**src/design/trbm_pkg.sv**
```systemverilog
`timescale 1ns / 1ps
`default_nettype none

package trbm_pkg;

  localparam int IDX_W     = 6;   // node index field width
  localparam int CNT_W     = 7;   // node_count register width
  localparam int SUCC_W    = 64;  // successors field width
  localparam int NODES_DEF = 64;

  localparam logic [CNT_W-1:0] NODE_COUNT_RST = 7'd64;

  typedef enum logic [1:0] {
    ACT_CLEAR = 2'd0,
    ACT_EDGE  = 2'd1,
    ACT_RUN   = 2'd2
  } action_e;

  typedef enum logic [2:0] {
    OP_IDLE,
    OP_CLEAR,
    OP_EDGE_WR,
    OP_COPY_WR,
    OP_PIV_LD,
    OP_CLOSE_WR,
    OP_REDUCE_WR,
    OP_OUT_LD
  } dp_op_e;

  typedef struct packed {
    dp_op_e           op;
    logic [IDX_W-1:0] addr;     // row read this cycle, written on a write op
    logic [IDX_W-1:0] bit_idx;  // column / pivot row
    logic             last;
  } cmd_t;

  typedef struct packed {
    logic out_free;
  } sts_t;

endpackage

`default_nettype wire

```
**src/design/trbm_if.sv**
```systemverilog
`timescale 1ns / 1ps
`default_nettype none

interface trbm_in_if;
  logic                        valid;
  logic                        ready;
  logic [1:0]                  action;
  logic [trbm_pkg::IDX_W-1:0]  src;
  logic [trbm_pkg::IDX_W-1:0]  dst;

  modport source (output valid, action, src, dst, input ready);
  modport sink   (input valid, action, src, dst, output ready);
endinterface


`default_nettype wire

```
**src/design/trbm_ctrl.sv**
```systemverilog
`timescale 1ns / 1ps
`default_nettype none

module trbm_ctrl #(
  parameter int NODES = trbm_pkg::NODES_DEF,
  localparam int NW   = $clog2(NODES + 1)
) (
  input  wire              clk_i,
  input  wire              rst_ni,
  trbm_in_if.sink          in_i,
  input  wire [NW-1:0]     n_i,
  input  trbm_pkg::sts_t   sts_i,
  output trbm_pkg::cmd_t   cmd_o
);

  localparam int IdxW = trbm_pkg::IDX_W;
  localparam int CntW = trbm_pkg::CNT_W;

  typedef enum logic [3:0] {
    S_IDLE,
    S_EDGE_WR,
    S_COPY_RD,
    S_COPY_WR,
    S_PIV_RD,
    S_PIV_LD,
    S_UPD_RD,
    S_UPD_WR,
    S_OUT_RD,
    S_OUT_LD
  } state_e;

  state_e          state_q, state_d;
  logic [NW-1:0]   i_q, i_d, k_q, k_d;
  logic            reduce_q, reduce_d;
  logic [IdxW-1:0] src_q, src_d, dst_q, dst_d;

  logic accept, edge_ok, last_i, last_k;

  assign in_i.ready = (state_q == S_IDLE);
  assign accept     = in_i.valid && in_i.ready;
  assign edge_ok    = ({1'b0, in_i.src} < CntW'(NODES)) && ({1'b0, in_i.dst} < CntW'(NODES));
  assign last_i     = (NW'(i_q + 1'b1) == n_i);
  assign last_k     = (NW'(k_q + 1'b1) == n_i);

  always_comb begin
    state_d  = state_q;
    i_d      = i_q;
    k_d      = k_q;
    reduce_d = reduce_q;
    src_d    = src_q;
    dst_d    = dst_q;

    cmd_o.op      = trbm_pkg::OP_IDLE;
    cmd_o.addr    = IdxW'(i_q);
    cmd_o.bit_idx = IdxW'(k_q);
    cmd_o.last    = 1'b0;

    unique case (state_q)
      S_IDLE: begin
        // read the source row early so an edge write can follow directly
        cmd_o.addr = in_i.src;
        if (accept) begin
          case (in_i.action)
            trbm_pkg::ACT_CLEAR: cmd_o.op = trbm_pkg::OP_CLEAR;
            trbm_pkg::ACT_EDGE: begin
              if (edge_ok) begin
                src_d   = in_i.src;
                dst_d   = in_i.dst;
                state_d = S_EDGE_WR;
              end
            end
            trbm_pkg::ACT_RUN: begin
              if (n_i != '0) begin
                i_d     = '0;
                state_d = S_COPY_RD;
              end
            end
            default: ;
          endcase
        end
      end
      S_EDGE_WR: begin
        cmd_o.op      = trbm_pkg::OP_EDGE_WR;
        cmd_o.addr    = src_q;
        cmd_o.bit_idx = dst_q;
        state_d       = S_IDLE;
      end
      S_COPY_RD: state_d = S_COPY_WR;
      S_COPY_WR: begin
        cmd_o.op = trbm_pkg::OP_COPY_WR;
        if (last_i) begin
          k_d      = '0;
          reduce_d = 1'b0;
          state_d  = S_PIV_RD;
        end else begin
          i_d     = NW'(i_q + 1'b1);
          state_d = S_COPY_RD;
        end
      end
      S_PIV_RD: begin
        cmd_o.addr = IdxW'(k_q);
        state_d    = S_PIV_LD;
      end
      S_PIV_LD: begin
        cmd_o.addr = IdxW'(k_q);
        cmd_o.op   = trbm_pkg::OP_PIV_LD;
        i_d        = '0;
        state_d    = S_UPD_RD;
      end
      S_UPD_RD: state_d = S_UPD_WR;
      S_UPD_WR: begin
        cmd_o.op = reduce_q ? trbm_pkg::OP_REDUCE_WR : trbm_pkg::OP_CLOSE_WR;
        if (last_i) begin
          i_d = '0;
          if (last_k) begin
            k_d = '0;
            if (reduce_q) begin
              state_d = S_OUT_RD;
            end else begin
              reduce_d = 1'b1;
              state_d  = S_PIV_RD;
            end
          end else begin
            k_d     = NW'(k_q + 1'b1);
            state_d = S_PIV_RD;
          end
        end else begin
          i_d     = NW'(i_q + 1'b1);
          state_d = S_UPD_RD;
        end
      end
      S_OUT_RD: state_d = S_OUT_LD;
      S_OUT_LD: begin
        if (sts_i.out_free) begin
          cmd_o.op   = trbm_pkg::OP_OUT_LD;
          cmd_o.last = last_i;
          if (last_i) begin
            state_d = S_IDLE;
          end else begin
            i_d     = NW'(i_q + 1'b1);
            state_d = S_OUT_RD;
          end
        end
      end
      default: state_d = S_IDLE;
    endcase
  end

  always_ff @(posedge clk_i or negedge rst_ni) begin
    if (!rst_ni) begin
      state_q  <= S_IDLE;
      i_q      <= '0;
      k_q      <= '0;
      reduce_q <= 1'b0;
      src_q    <= '0;
      dst_q    <= '0;
    end else begin
      state_q  <= state_d;
      i_q      <= i_d;
      k_q      <= k_d;
      reduce_q <= reduce_d;
      src_q    <= src_d;
      dst_q    <= dst_d;
    end
  end

endmodule

`default_nettype wire

```
**src/flat_wrapper.sv**
```systemverilog
// flat-port wrapper written by rule: the top's interface ports become plain ports
module trbm_ctrl_flat 
#(
  parameter int NODES = trbm_pkg::NODES_DEF,
  localparam int NW   = $clog2(NODES + 1)
)
  (clk_i, rst_ni, n_i, sts_i, cmd_o, in_i_valid, in_i_action, in_i_src, in_i_dst, in_i_ready);
  trbm_in_if in_i_i ();
  input  wire clk_i;
  input  wire rst_ni;
  input  wire [NW-1:0] n_i;
  input  trbm_pkg::sts_t sts_i;
  output trbm_pkg::cmd_t cmd_o;
  input wire logic [$bits(in_i_i.valid)-1:0] in_i_valid;
  input wire logic [$bits(in_i_i.action)-1:0] in_i_action;
  input wire logic [$bits(in_i_i.src)-1:0] in_i_src;
  input wire logic [$bits(in_i_i.dst)-1:0] in_i_dst;
  output wire logic [$bits(in_i_i.ready)-1:0] in_i_ready;
  assign in_i_i.valid = in_i_valid;
  assign in_i_i.action = in_i_action;
  assign in_i_i.src = in_i_src;
  assign in_i_i.dst = in_i_dst;
  assign in_i_ready = in_i_i.ready;
  trbm_ctrl #(.NODES(NODES)) u_core (.clk_i(clk_i), .rst_ni(rst_ni), .in_i(in_i_i), .n_i(n_i), .sts_i(sts_i), .cmd_o(cmd_o));
endmodule
```
**config.mk**
```make
export PLATFORM = sky130hd
export DESIGN_NAME = trbm_ctrl_flat
export DESIGN_NICKNAME = d
export VERILOG_FILES = /design/src/design/trbm_pkg.sv /design/src/design/trbm_if.sv /design/src/design/trbm_ctrl.sv /design/src/flat_wrapper.sv
export SDC_FILE = /design/constraint.sdc
export NUM_CORES = 1
export LEC_CHECK = 0
export ABC_CLOCK_PERIOD_IN_PS = 6200
export BUFFER_PORTS_ARGS = -buffer_cell sky130_fd_sc_hd__buf_4
export CAP_MARGIN = 20
export CORE_MARGIN = 5
export CORE_UTILIZATION = 62
export CTS_BUF_LIST = sky130_fd_sc_hd__clkbuf_4
export CTS_CLUSTER_SIZE = 25
export DETAILED_ROUTE_END_ITERATION = 7
export GPL_TIMING_DRIVEN = 0
export PLACE_DENSITY = 0.87
export SLEW_MARGIN = 10
export SYNTH_ARGS = -nofsm -noshare
export SYNTH_HDL_FRONTEND = slang
export SYNTH_SLANG_ARGS = --single-unit
export TNS_END_PERCENT = 20
```
**constraint.sdc**
```tcl
create_clock -name clk_i -period 6.2 [get_ports clk_i]
set_input_delay 0.93 -clock clk_i [delete_from_list [all_inputs] [get_ports clk_i]]
set_output_delay 0.93 -clock clk_i [all_outputs]
set_load 0.005 [all_outputs]
```
==> reports/results.ini, run 1 <==
[timing]
setup_viol = 0
finalCritPeriodShare_pct = 61.4
final.min_clock_period_ps = 3800
rsz0062_at_grt = false
maxSlewViolCount = 0
slew_headroom_pct = 58.6
tns_ps = 0
clock_skew_ps = 4.95
final-hold-violation-count = 0
whs_ps = 493
max_freq_mhz = 263
tightest_slew_ps = 615
setup_ws_ps = 2400

[floorplan]
dieWidth_um = 70.7
initial_utilization_pct = 63.3
io_pins = 42
core_mm2 = 0.00361
num_rows = 22
dieHeight_um = 70.7
fp.dieArea_mm2 = 0.00500

[worst_setup_path]
r2r_slack_ps = 3590
worstSetupEndpointType = output pin
critPathLaunchType = flip-flop
crit_path_cell_trace = ha_1, xor2_1, a311oi_1, o311ai_1, nor4_2, buf_6, buf_8, and4_1, buf_4
reg2reg_depth = 7
crit_fanout = 10
crit_family = simple AND/OR/NAND/NOR gates
cp.depth = 9
worst-path-buf-inv = 3
critPathMaxStageDelay_ps = 520
cp_slowest_cell = nor4_2
arrival_ps = 2870
path_class = reg2out
crit_required_ps = 5270

[layout]
diodes = 0
syn_to_final_growth_pct = 19.5
drive_gt1_share_pct = 26.2
instances_no_fill = 338
nets = 319

[synthesis]
ys_ff_latch = 31
muxShareOfSynthArea_pct = 8.88
yosysMostFrequentCell = dfrtp_1
async_flop_share_pct = 100
synth_nets = 271
syn_area_per_cell_um2 = 9.47
synthSimpleGateAreaFrac_pct = 21.0
synth_compound_area_share_pct = 20.7
netlist_top_cells_count = dfrtp_1 (31), nand2_1 (16), nor2_1 (12), o21ai_0 (12), buf_2 (11)
synth_fa_ha_area_share_pct = 2.74
synthesis.instances = 241
synthesis.area_mm2 = 0.00228
yosysTopAreaCell = dfrtp_1
synthXorXnorAreaFrac_pct = 7.12
synth_top_family_by_area = simple AND/OR/NAND/NOR gates
yosysTopAreaCellShare_pct = 34.0
synth-main-ff-cell = dfrtp_1
ys_seq_area_share_pct = 34.0
synth_warnings = 0
synth_edf_count = 0
synth_cell_types = 61
yosys-top-cells-area = dfrtp_1 (34%), mux2_1 (4.9%), mux2_2 (3.9%)

[global_routing]
grt_remaining_overflow = 0
use_met1_pct = 32.9
grt_pass1_wl_um = 9510
grt_usage_pct = 23.5
grt_pass1_vias = 2027
grtUsageMet2_pct = 36.7
grt_max_degree = 32
antenna_found_initial = 0
busiest_layer = met2
grt.met3_usage_pct = 4.69

[detailed_routing]
ant_nets = 0
first_pass_iters = 5
vias = 2076
drt_iter0_markers = 153
routedWlPerCell_um = 16.6
post-route-drc-count = 0
viasPerCell = 6.14
wl_um = 5600

[pwr]
p_seq_share_pct = 34.9
swShare_pct = 36.6
p_clk_share_pct = 19.3
internal_power_uw = 510
ir_drop_mv = 0.209
power_density_mw_per_mm2 = 295
p_comb_share_pct = 45.8
p_sw_uw = 294
p_leak_nw = 1.30

[clock_tree]
path_clk_slew_ps = 100
clk_latency_ps = 340
clock_path_buffers = 2
cts_sinks = 31
cts_root_buf = clkbuf_4
cts_made_buffers = 5
htreeDepth = 2
postCtsSetupBuffers = 0
cts_tree = built
hold_buffers = 0
cts-resized-gates = 0

[placed_design]
gp_congestion = 0.938
dp_hpwl_um = 4200
io_buffers = 41
place_inst = 330
pre_cts_ws_ps = 2540

[run_status]
outcome = finished, final reports clean

[flow_run]
cap_viol_max_count = 0

[min_path]
min_path_cells = 1
hp-class = reg2reg

[path summary, 6_finish.rpt]
kind,from,to
max in group asynchronous,rst_ni,u_core.src_q[0]$_DFFE_PN0P_
worst max register to register,u_core.i_q[0]$_DFFE_PN0P_,u_core.i_q[4]$_DFFE_PN0P_
worst max-delay path,u_core.i_q[0]$_DFFE_PN0P_,cmd_o[0]
worst min-delay path,u_core.dst_q[1]$_DFFE_PN0P_,u_core.dst_q[1]$_DFFE_PN0P_
worst min register to register,u_core.dst_q[1]$_DFFE_PN0P_,u_core.dst_q[1]$_DFFE_PN0P_
min in group asynchronous,rst_ni,u_core.i_q[5]$_DFFE_PN0P_
[routing by layer]
metal	vias up	share of wire [%]
li1	1001	-
met1	978	44
met2	84	48
met3	13	7.0
met4	0	1.9
met5	-	0
[flip-flops by register name, indices dropped and copies added (netlist names)]
| name | count |
|---|---|
| u_core.i_q | 7 |
| u_core.src_q | 6 |
| u_core.state_q | 4 |
| u_core.dst_q | 6 |
| u_core.k_q | 7 |
| u_core.reduce_q | 1 |
[placed cells by master, fill, tap and decap left out, types with 3 or more instances in the layout]
cell,synthesis,routed
buf_4,0,41
dfrtp_1,31,31
nand2_1,16,16
nor2_1,12,12
o21ai_0,12,12
buf_2,11,11
mux2_1,10,10
nor2b_1,9,9
xor2_1,9,9
mux2_2,8,8
nand3_1,8,8
a21oi_1,7,7
and3_1,7,7
a222oi_1,7,7
xnor2_1,7,7
inv_1,6,6
o2bb2ai_1,6,6
ha_1,5,5
clkbuf_4,0,5
clkbuf_1,4,4
a21o_1,4,4
o21a_1,3,3
a31oi_1,3,3
or3_1,3,3
nor3_1,3,3
nand4_1,3,3
a221o_1,3,3
[power by group through the flow]
stage | registers, mW | logic (mW) | clock network [mW]
final | 0.281 | 0.368 | 0.155
after global routing | 0.286 | 0.407 | 0.166
after CTS | 0.279 | 0.368 | 0.156
after detailed placement | 0.283 | 0.365 | 0
after global placement | 0.282 | 0.357 | 0
after floorplan | 0.275 | 0.246 | 0
[layout make-up]
type,count,area [um^2]
clock inverters,3,38.8
plain buffers,19,105
clock buffers,5,37.5
fillers,271,878
flip-flops and latches,31,776
multi-input cells,185,1380
inverters,6,22.5
repair buffers,41,308
well taps,48,60.1
[through the flow]
| stage | instance area [um^2] | util (%) | total power, mW |
|---|---|---|---|
| CTS | 2730 | 75.6 | 0.803 |
| floorplan | 2280 | - | 0.522 |
| global placement | 2650 | 73.5 | 0.639 |
| finish | 2730 | 75.6 | 0.804 |
| global route | 2730 | 75.6 | 0.860 |
| detailed placement | 2650 | 73.5 | 0.649 |
[logic make-up after synthesis]
logic type               after synthesis
buffers and inverters                 25
XOR/XNOR                              17
flip-flops                            31
adder cells (fa/ha/maj)                5
AND/OR/NAND/NOR                       81
AO/OA/AOI/OAI                         64
multiplexers                          18
(Power assumes the default switching activity.)
==> run 2, diff against run 1 <==
ABC_CLOCK_PERIOD_IN_PS = 3800   (was 6200)
CORE_UTILIZATION = 58   (was 62)
PLACE_DENSITY = 0.82   (was 0.87)
clock period = 3.8 ns   (was 6.2 ns; I/O delays follow)
==> reports/results.ini, run 2 (synthesized netlist as in run 1, its figures left out) <==
[run_status]
outcome = finished, final reports clean

[layout]
reg_top3 = u_core.i_q: 7 flops, u_core.k_q: 7 flops
diodes = 0
layout_commonest_cell = buf_4
nets = 319
seq_area_um2 = 776
syn_to_final_growth_pct = 18.1
drive_gt1_share_pct = 26.0
mostFrequentLayoutCells = buf_4 (41), dfrtp_1 (31), nand2_1 (16), nor2_1 (12), o21ai_0 (12)
design_area_mm2 = 0.00270
fillerInstances = 324
multi_input_area_mm2 = 0.00138

[min_path]
hp-class = in2async

[pwr]
p_seq_share_pct = 37.0
p_sw_uw = 482
power_density_mw_per_mm2 = 461
ir_drop_mv = 0.335
p_leak_nw = 1.29
p_clk_share_pct = 14.5
internal_power_uw = 762
swShare_pct = 38.7
p_comb_share_pct = 48.5

[worst_setup_path]
reg2reg_depth = 7
crit_path_cell_trace = ha_1, xor2_1, a311oi_1, o311ai_1, nor4_2, buf_6, buf_8, and4_1, buf_4
crit_family = simple AND/OR/NAND/NOR gates
arrival_ps = 2890
worst-path-buf-inv = 3
worstSetupEndpointType = output pin
crit_fanout = 10
crit_required_ps = 3230
critPathLaunchType = flip-flop
r2r-start = u_core.i_q[0]$_DFFE_PN0P_
reg2reg_to = u_core.i_q[4]$_DFFE_PN0P_
path_class = reg2out
critPathMaxStageDelay_ps = 480
r2r_slack_ps = 1160
cp_slowest_cell = nor4_2

[clock_tree]
postCtsSetupBuffers = 0
clock_path_buffers = 2
cts-resized-gates = 0
htreeDepth = 2
hold_buffers = 0
cts_tree = built
cts_made_buffers = 5
cts_sinks = 31
cts_root_buf = clkbuf_4
path_clk_slew_ps = 100
clk_latency_ps = 330

[timing]
rsz0062_at_grt = false
maxSlewViolCount = 0
final.min_clock_period_ps = 3460
max_freq_mhz = 289
whs_ps = 157
setup_viol = 0
finalCritPeriodShare_pct = 91.1
clock_skew_ps = 9.36
setup_ws_ps = 337
tightest_slew_ps = 564
final-hold-violation-count = 0
tns_ps = 0
slew_headroom_pct = 62.0

[placed_design]
pre_cts_ws_ps = 750
place_area_mm2 = 0.00265
gp_congestion = 0.929
io_buffers = 41
dp_hpwl_um = 4370

[detailed_routing]
drt_iter0_markers = 232
routedWlPerCell_um = 17.1
vias = 2131
ant_nets = 0
viasPerCell = 6.32
wl_um = 5760
post-route-drc-count = 0
first_pass_iters = 7

[floorplan]
core_mm2 = 0.00374
dieHeight_um = 72.7
num_rows = 22
initial_utilization_pct = 61.0
dieWidth_um = 72.7
fp.dieArea_mm2 = 0.00529
io_pins = 42

[global_routing]
grt_pass1_wl_um = 9640
antenna_found_initial = 0
grt_usage_pct = 23.4
grt_max_degree = 32
grt_pass1_vias = 1986
grt_remaining_overflow = 0

[flow_run]
cap_viol_max_count = 0

[run 2: worst max path at each step]
stage                                    from  endpoint  slack, ps  cells past startpoint
floorplan           u_core.i_q[0]$_DFFE_PN0P_  cmd_o[0]       1130                      8
global placement    u_core.i_q[0]$_DFFE_PN0P_  cmd_o[0]        770                      9
detailed placement  u_core.i_q[0]$_DFFE_PN0P_  cmd_o[0]        750                      9
CTS                 u_core.i_q[0]$_DFFE_PN0P_  cmd_o[0]        370                      9
global route        u_core.i_q[0]$_DFFE_PN0P_  cmd_o[0]        160                      9
finish              u_core.i_q[0]$_DFFE_PN0P_  cmd_o[0]        340                      9
[run 2: layer usage]
layer | global-route usage (%) | share of wire, % | wire length (um)
met1 | 32.0 | 44 | 2510
met5 | 0 | 0 | 0
met2 | 36.2 | 47 | 2710
met4 | 7.79 | 2.1 | 119
met3 | 5.92 | 7.4 | 426
[run 2: stage by stage]
stage	power (mW)	util, %	instances
6_report	1.24	72.1	337
5_1_grt	1.33	72.1	337
4_1_cts	1.24	72.1	337
3_5_place_dp	1.06	70.8	330
3_3_place_gp	1.04	70.8	330
2_1_floorplan	0.851	-	241
[run 2: final cells by class]
type	instances	area share, %
clock inverters	2	0.325
inverters	6	0.835
clock buffers	5	1.39
repair buffers	41	11.4
multi-input cells	185	51.2
flip-flops and latches	31	28.8
plain buffers	19	3.90
well taps	48	2.23
[run 2: power groups by stage]
stage          sequential [mW]  combinational, mW  clock [mW]
2_1_floorplan            0.449              0.402           0
3_3_place_gp             0.460              0.584           0
3_5_place_dp             0.465              0.600           0
4_1_cts                  0.458              0.602       0.183
5_1_grt                  0.469              0.664       0.200
6_report                 0.460              0.604       0.180
==> run 3, diff against run 2 <==
CORE_ASPECT_RATIO = 1.75   (was unset)
==> reports/results.ini, run 3 (synthesized netlist as in run 1, its figures left out) <==
[run_status]
outcome = finished, final reports clean

[worst_setup_path]
critPathLaunchType = flip-flop
cp_slowest_cell = dfrtp_1
worstSetupEndpointType = output pin
worst-path-buf-inv = 3
r2r-start = u_core.i_q[0]$_DFFE_PN0P_
r2r_slack_ps = 1280
crit_required_ps = 3230
crit_path_cell_trace = ha_1, nand3_1, o21ai_0, a21oi_1, nor4_2, buf_6, buf_8, and4_1, buf_4
reg2reg_to = u_core.i_q[4]$_DFFE_PN0P_
critPathMaxStageDelay_ps = 470
reg2reg_depth = 7
path_class = reg2out
crit_family = simple AND/OR/NAND/NOR gates
arrival_ps = 2810
crit_fanout = 10
cp.depth = 9
critical_path.startpoint = u_core.i_q[0]$_DFFE_PN0P_
worstSetupEndpoint = cmd_o[0]

[global_routing]
grt_usage_pct = 23.3
grt_max_degree = 32
antenna_found_initial = 0
grt_pass1_vias = 2223
grt_pass1_wl_um = 9920
grt_remaining_overflow = 0

[clock_tree]
cts-resized-gates = 0
cts_sinks = 31
cts_root_buf = clkbuf_4
clock_path_buffers = 2
postCtsSetupBuffers = 0
path_clk_slew_ps = 100
hold_buffers = 0
htreeDepth = 2
cts_tree = built
cts_made_buffers = 5
clk_latency_ps = 330

[detailed_routing]
post-route-drc-count = 0
drt_iter0_markers = 103
vias = 2090
viasPerCell = 6.18
ant_nets = 0
routedWlPerCell_um = 17.0
wl_um = 5740
first_pass_iters = 4

[floorplan]
dieWidth_um = 57.4
io_pins = 42
dieHeight_um = 93.0
num_rows = 30
fp.dieArea_mm2 = 0.00534
initial_utilization_pct = 59.6
core_mm2 = 0.00383

[timing]
final.min_clock_period_ps = 3380
final-hold-violation-count = 0
maxSlewViolCount = 0
max_freq_mhz = 295
tns_ps = 0
whs_ps = 153
finalCritPeriodShare_pct = 89.1
setup_viol = 0
clock_skew_ps = 7.52
setup_ws_ps = 415
rsz0062_at_grt = false
slew_headroom_pct = 56.4
tightest_slew_ps = 648

[layout]
layout_commonest_cell = buf_4
mostFrequentLayoutCells = buf_4 (41), dfrtp_1 (31), nand2_1 (16), nor2_1 (12), o21ai_0 (12)
nets = 319
syn_to_final_growth_pct = 19.5
reg_top3 = u_core.i_q: 7 flops, u_core.k_q: 7 flops
diodes = 0
design_area_mm2 = 0.00273
instances_no_fill = 338
fin_util_pct = 71.2
drive_gt1_share_pct = 26.2

[flow_run]
cap_viol_max_count = 0

[placed_design]
place_area_mm2 = 0.00265
pre_cts_ws_ps = 810
dp_hpwl_um = 4370
gp_congestion = 0.877
io_buffers = 41
place_inst = 330

[pwr]
p_leak_nw = 1.30
power_density_mw_per_mm2 = 483
ir_drop_mv = 0.504
design_power_total_mw = 1.32

[min_path]
hp-class = in2async

## run 3: worst min-delay path by stage
stage	endpoint	slack, ps	depth (start not counted)
final	u_core.state_q[1]$_DFFE_PN0P_	150	1
after global routing	u_core.state_q[1]$_DFFE_PN0P_	170	1
after CTS	u_core.state_q[1]$_DFFE_PN0P_	160	1
after detailed placement	u_core.dst_q[2]$_DFFE_PN0P_	480	1
after global placement	u_core.dst_q[3]$_DFFE_PN0P_	470	1
after floorplan	u_core.dst_q[0]$_DFFE_PN0P_	270	0
## run 3: report_power, final
| part | switching (mW) | internal, mW |
|---|---|---|
| logic | 0.316 | 0.290 |
| clock network | 0.117 | 0.135 |
| registers | 0.0521 | 0.407 |
## run 3: routing by layer
metal  vias up  share of wire, %  GRT usage (%)
li1       1003                 -              -
met1       999                41           27.2
met2        70                52           38.2
met3        18               4.3           4.28
met4         0               2.7           14.7
met5         -                 0              0
## run 3: worst reg2reg max path: cells and delay by family (launching register included)
kind                       cells  cell delay, ps
AOI/OAI and AO/OA              3             800
adders and majority gates      1             310
DFF                            1             470
and+or+nand+nor                3             840
## run 3: layout make-up
cell class | count | area (um^2)
buffer | 19 | 105
clock buffer | 5 | 37.5
clock inverter | 3 | 38.8
fill | 324 | 1100
inverter | 6 | 22.5
multi-input combinational | 185 | 1380
sequential | 31 | 776
tap | 48 | 60.1
timing repair buffer | 41 | 308
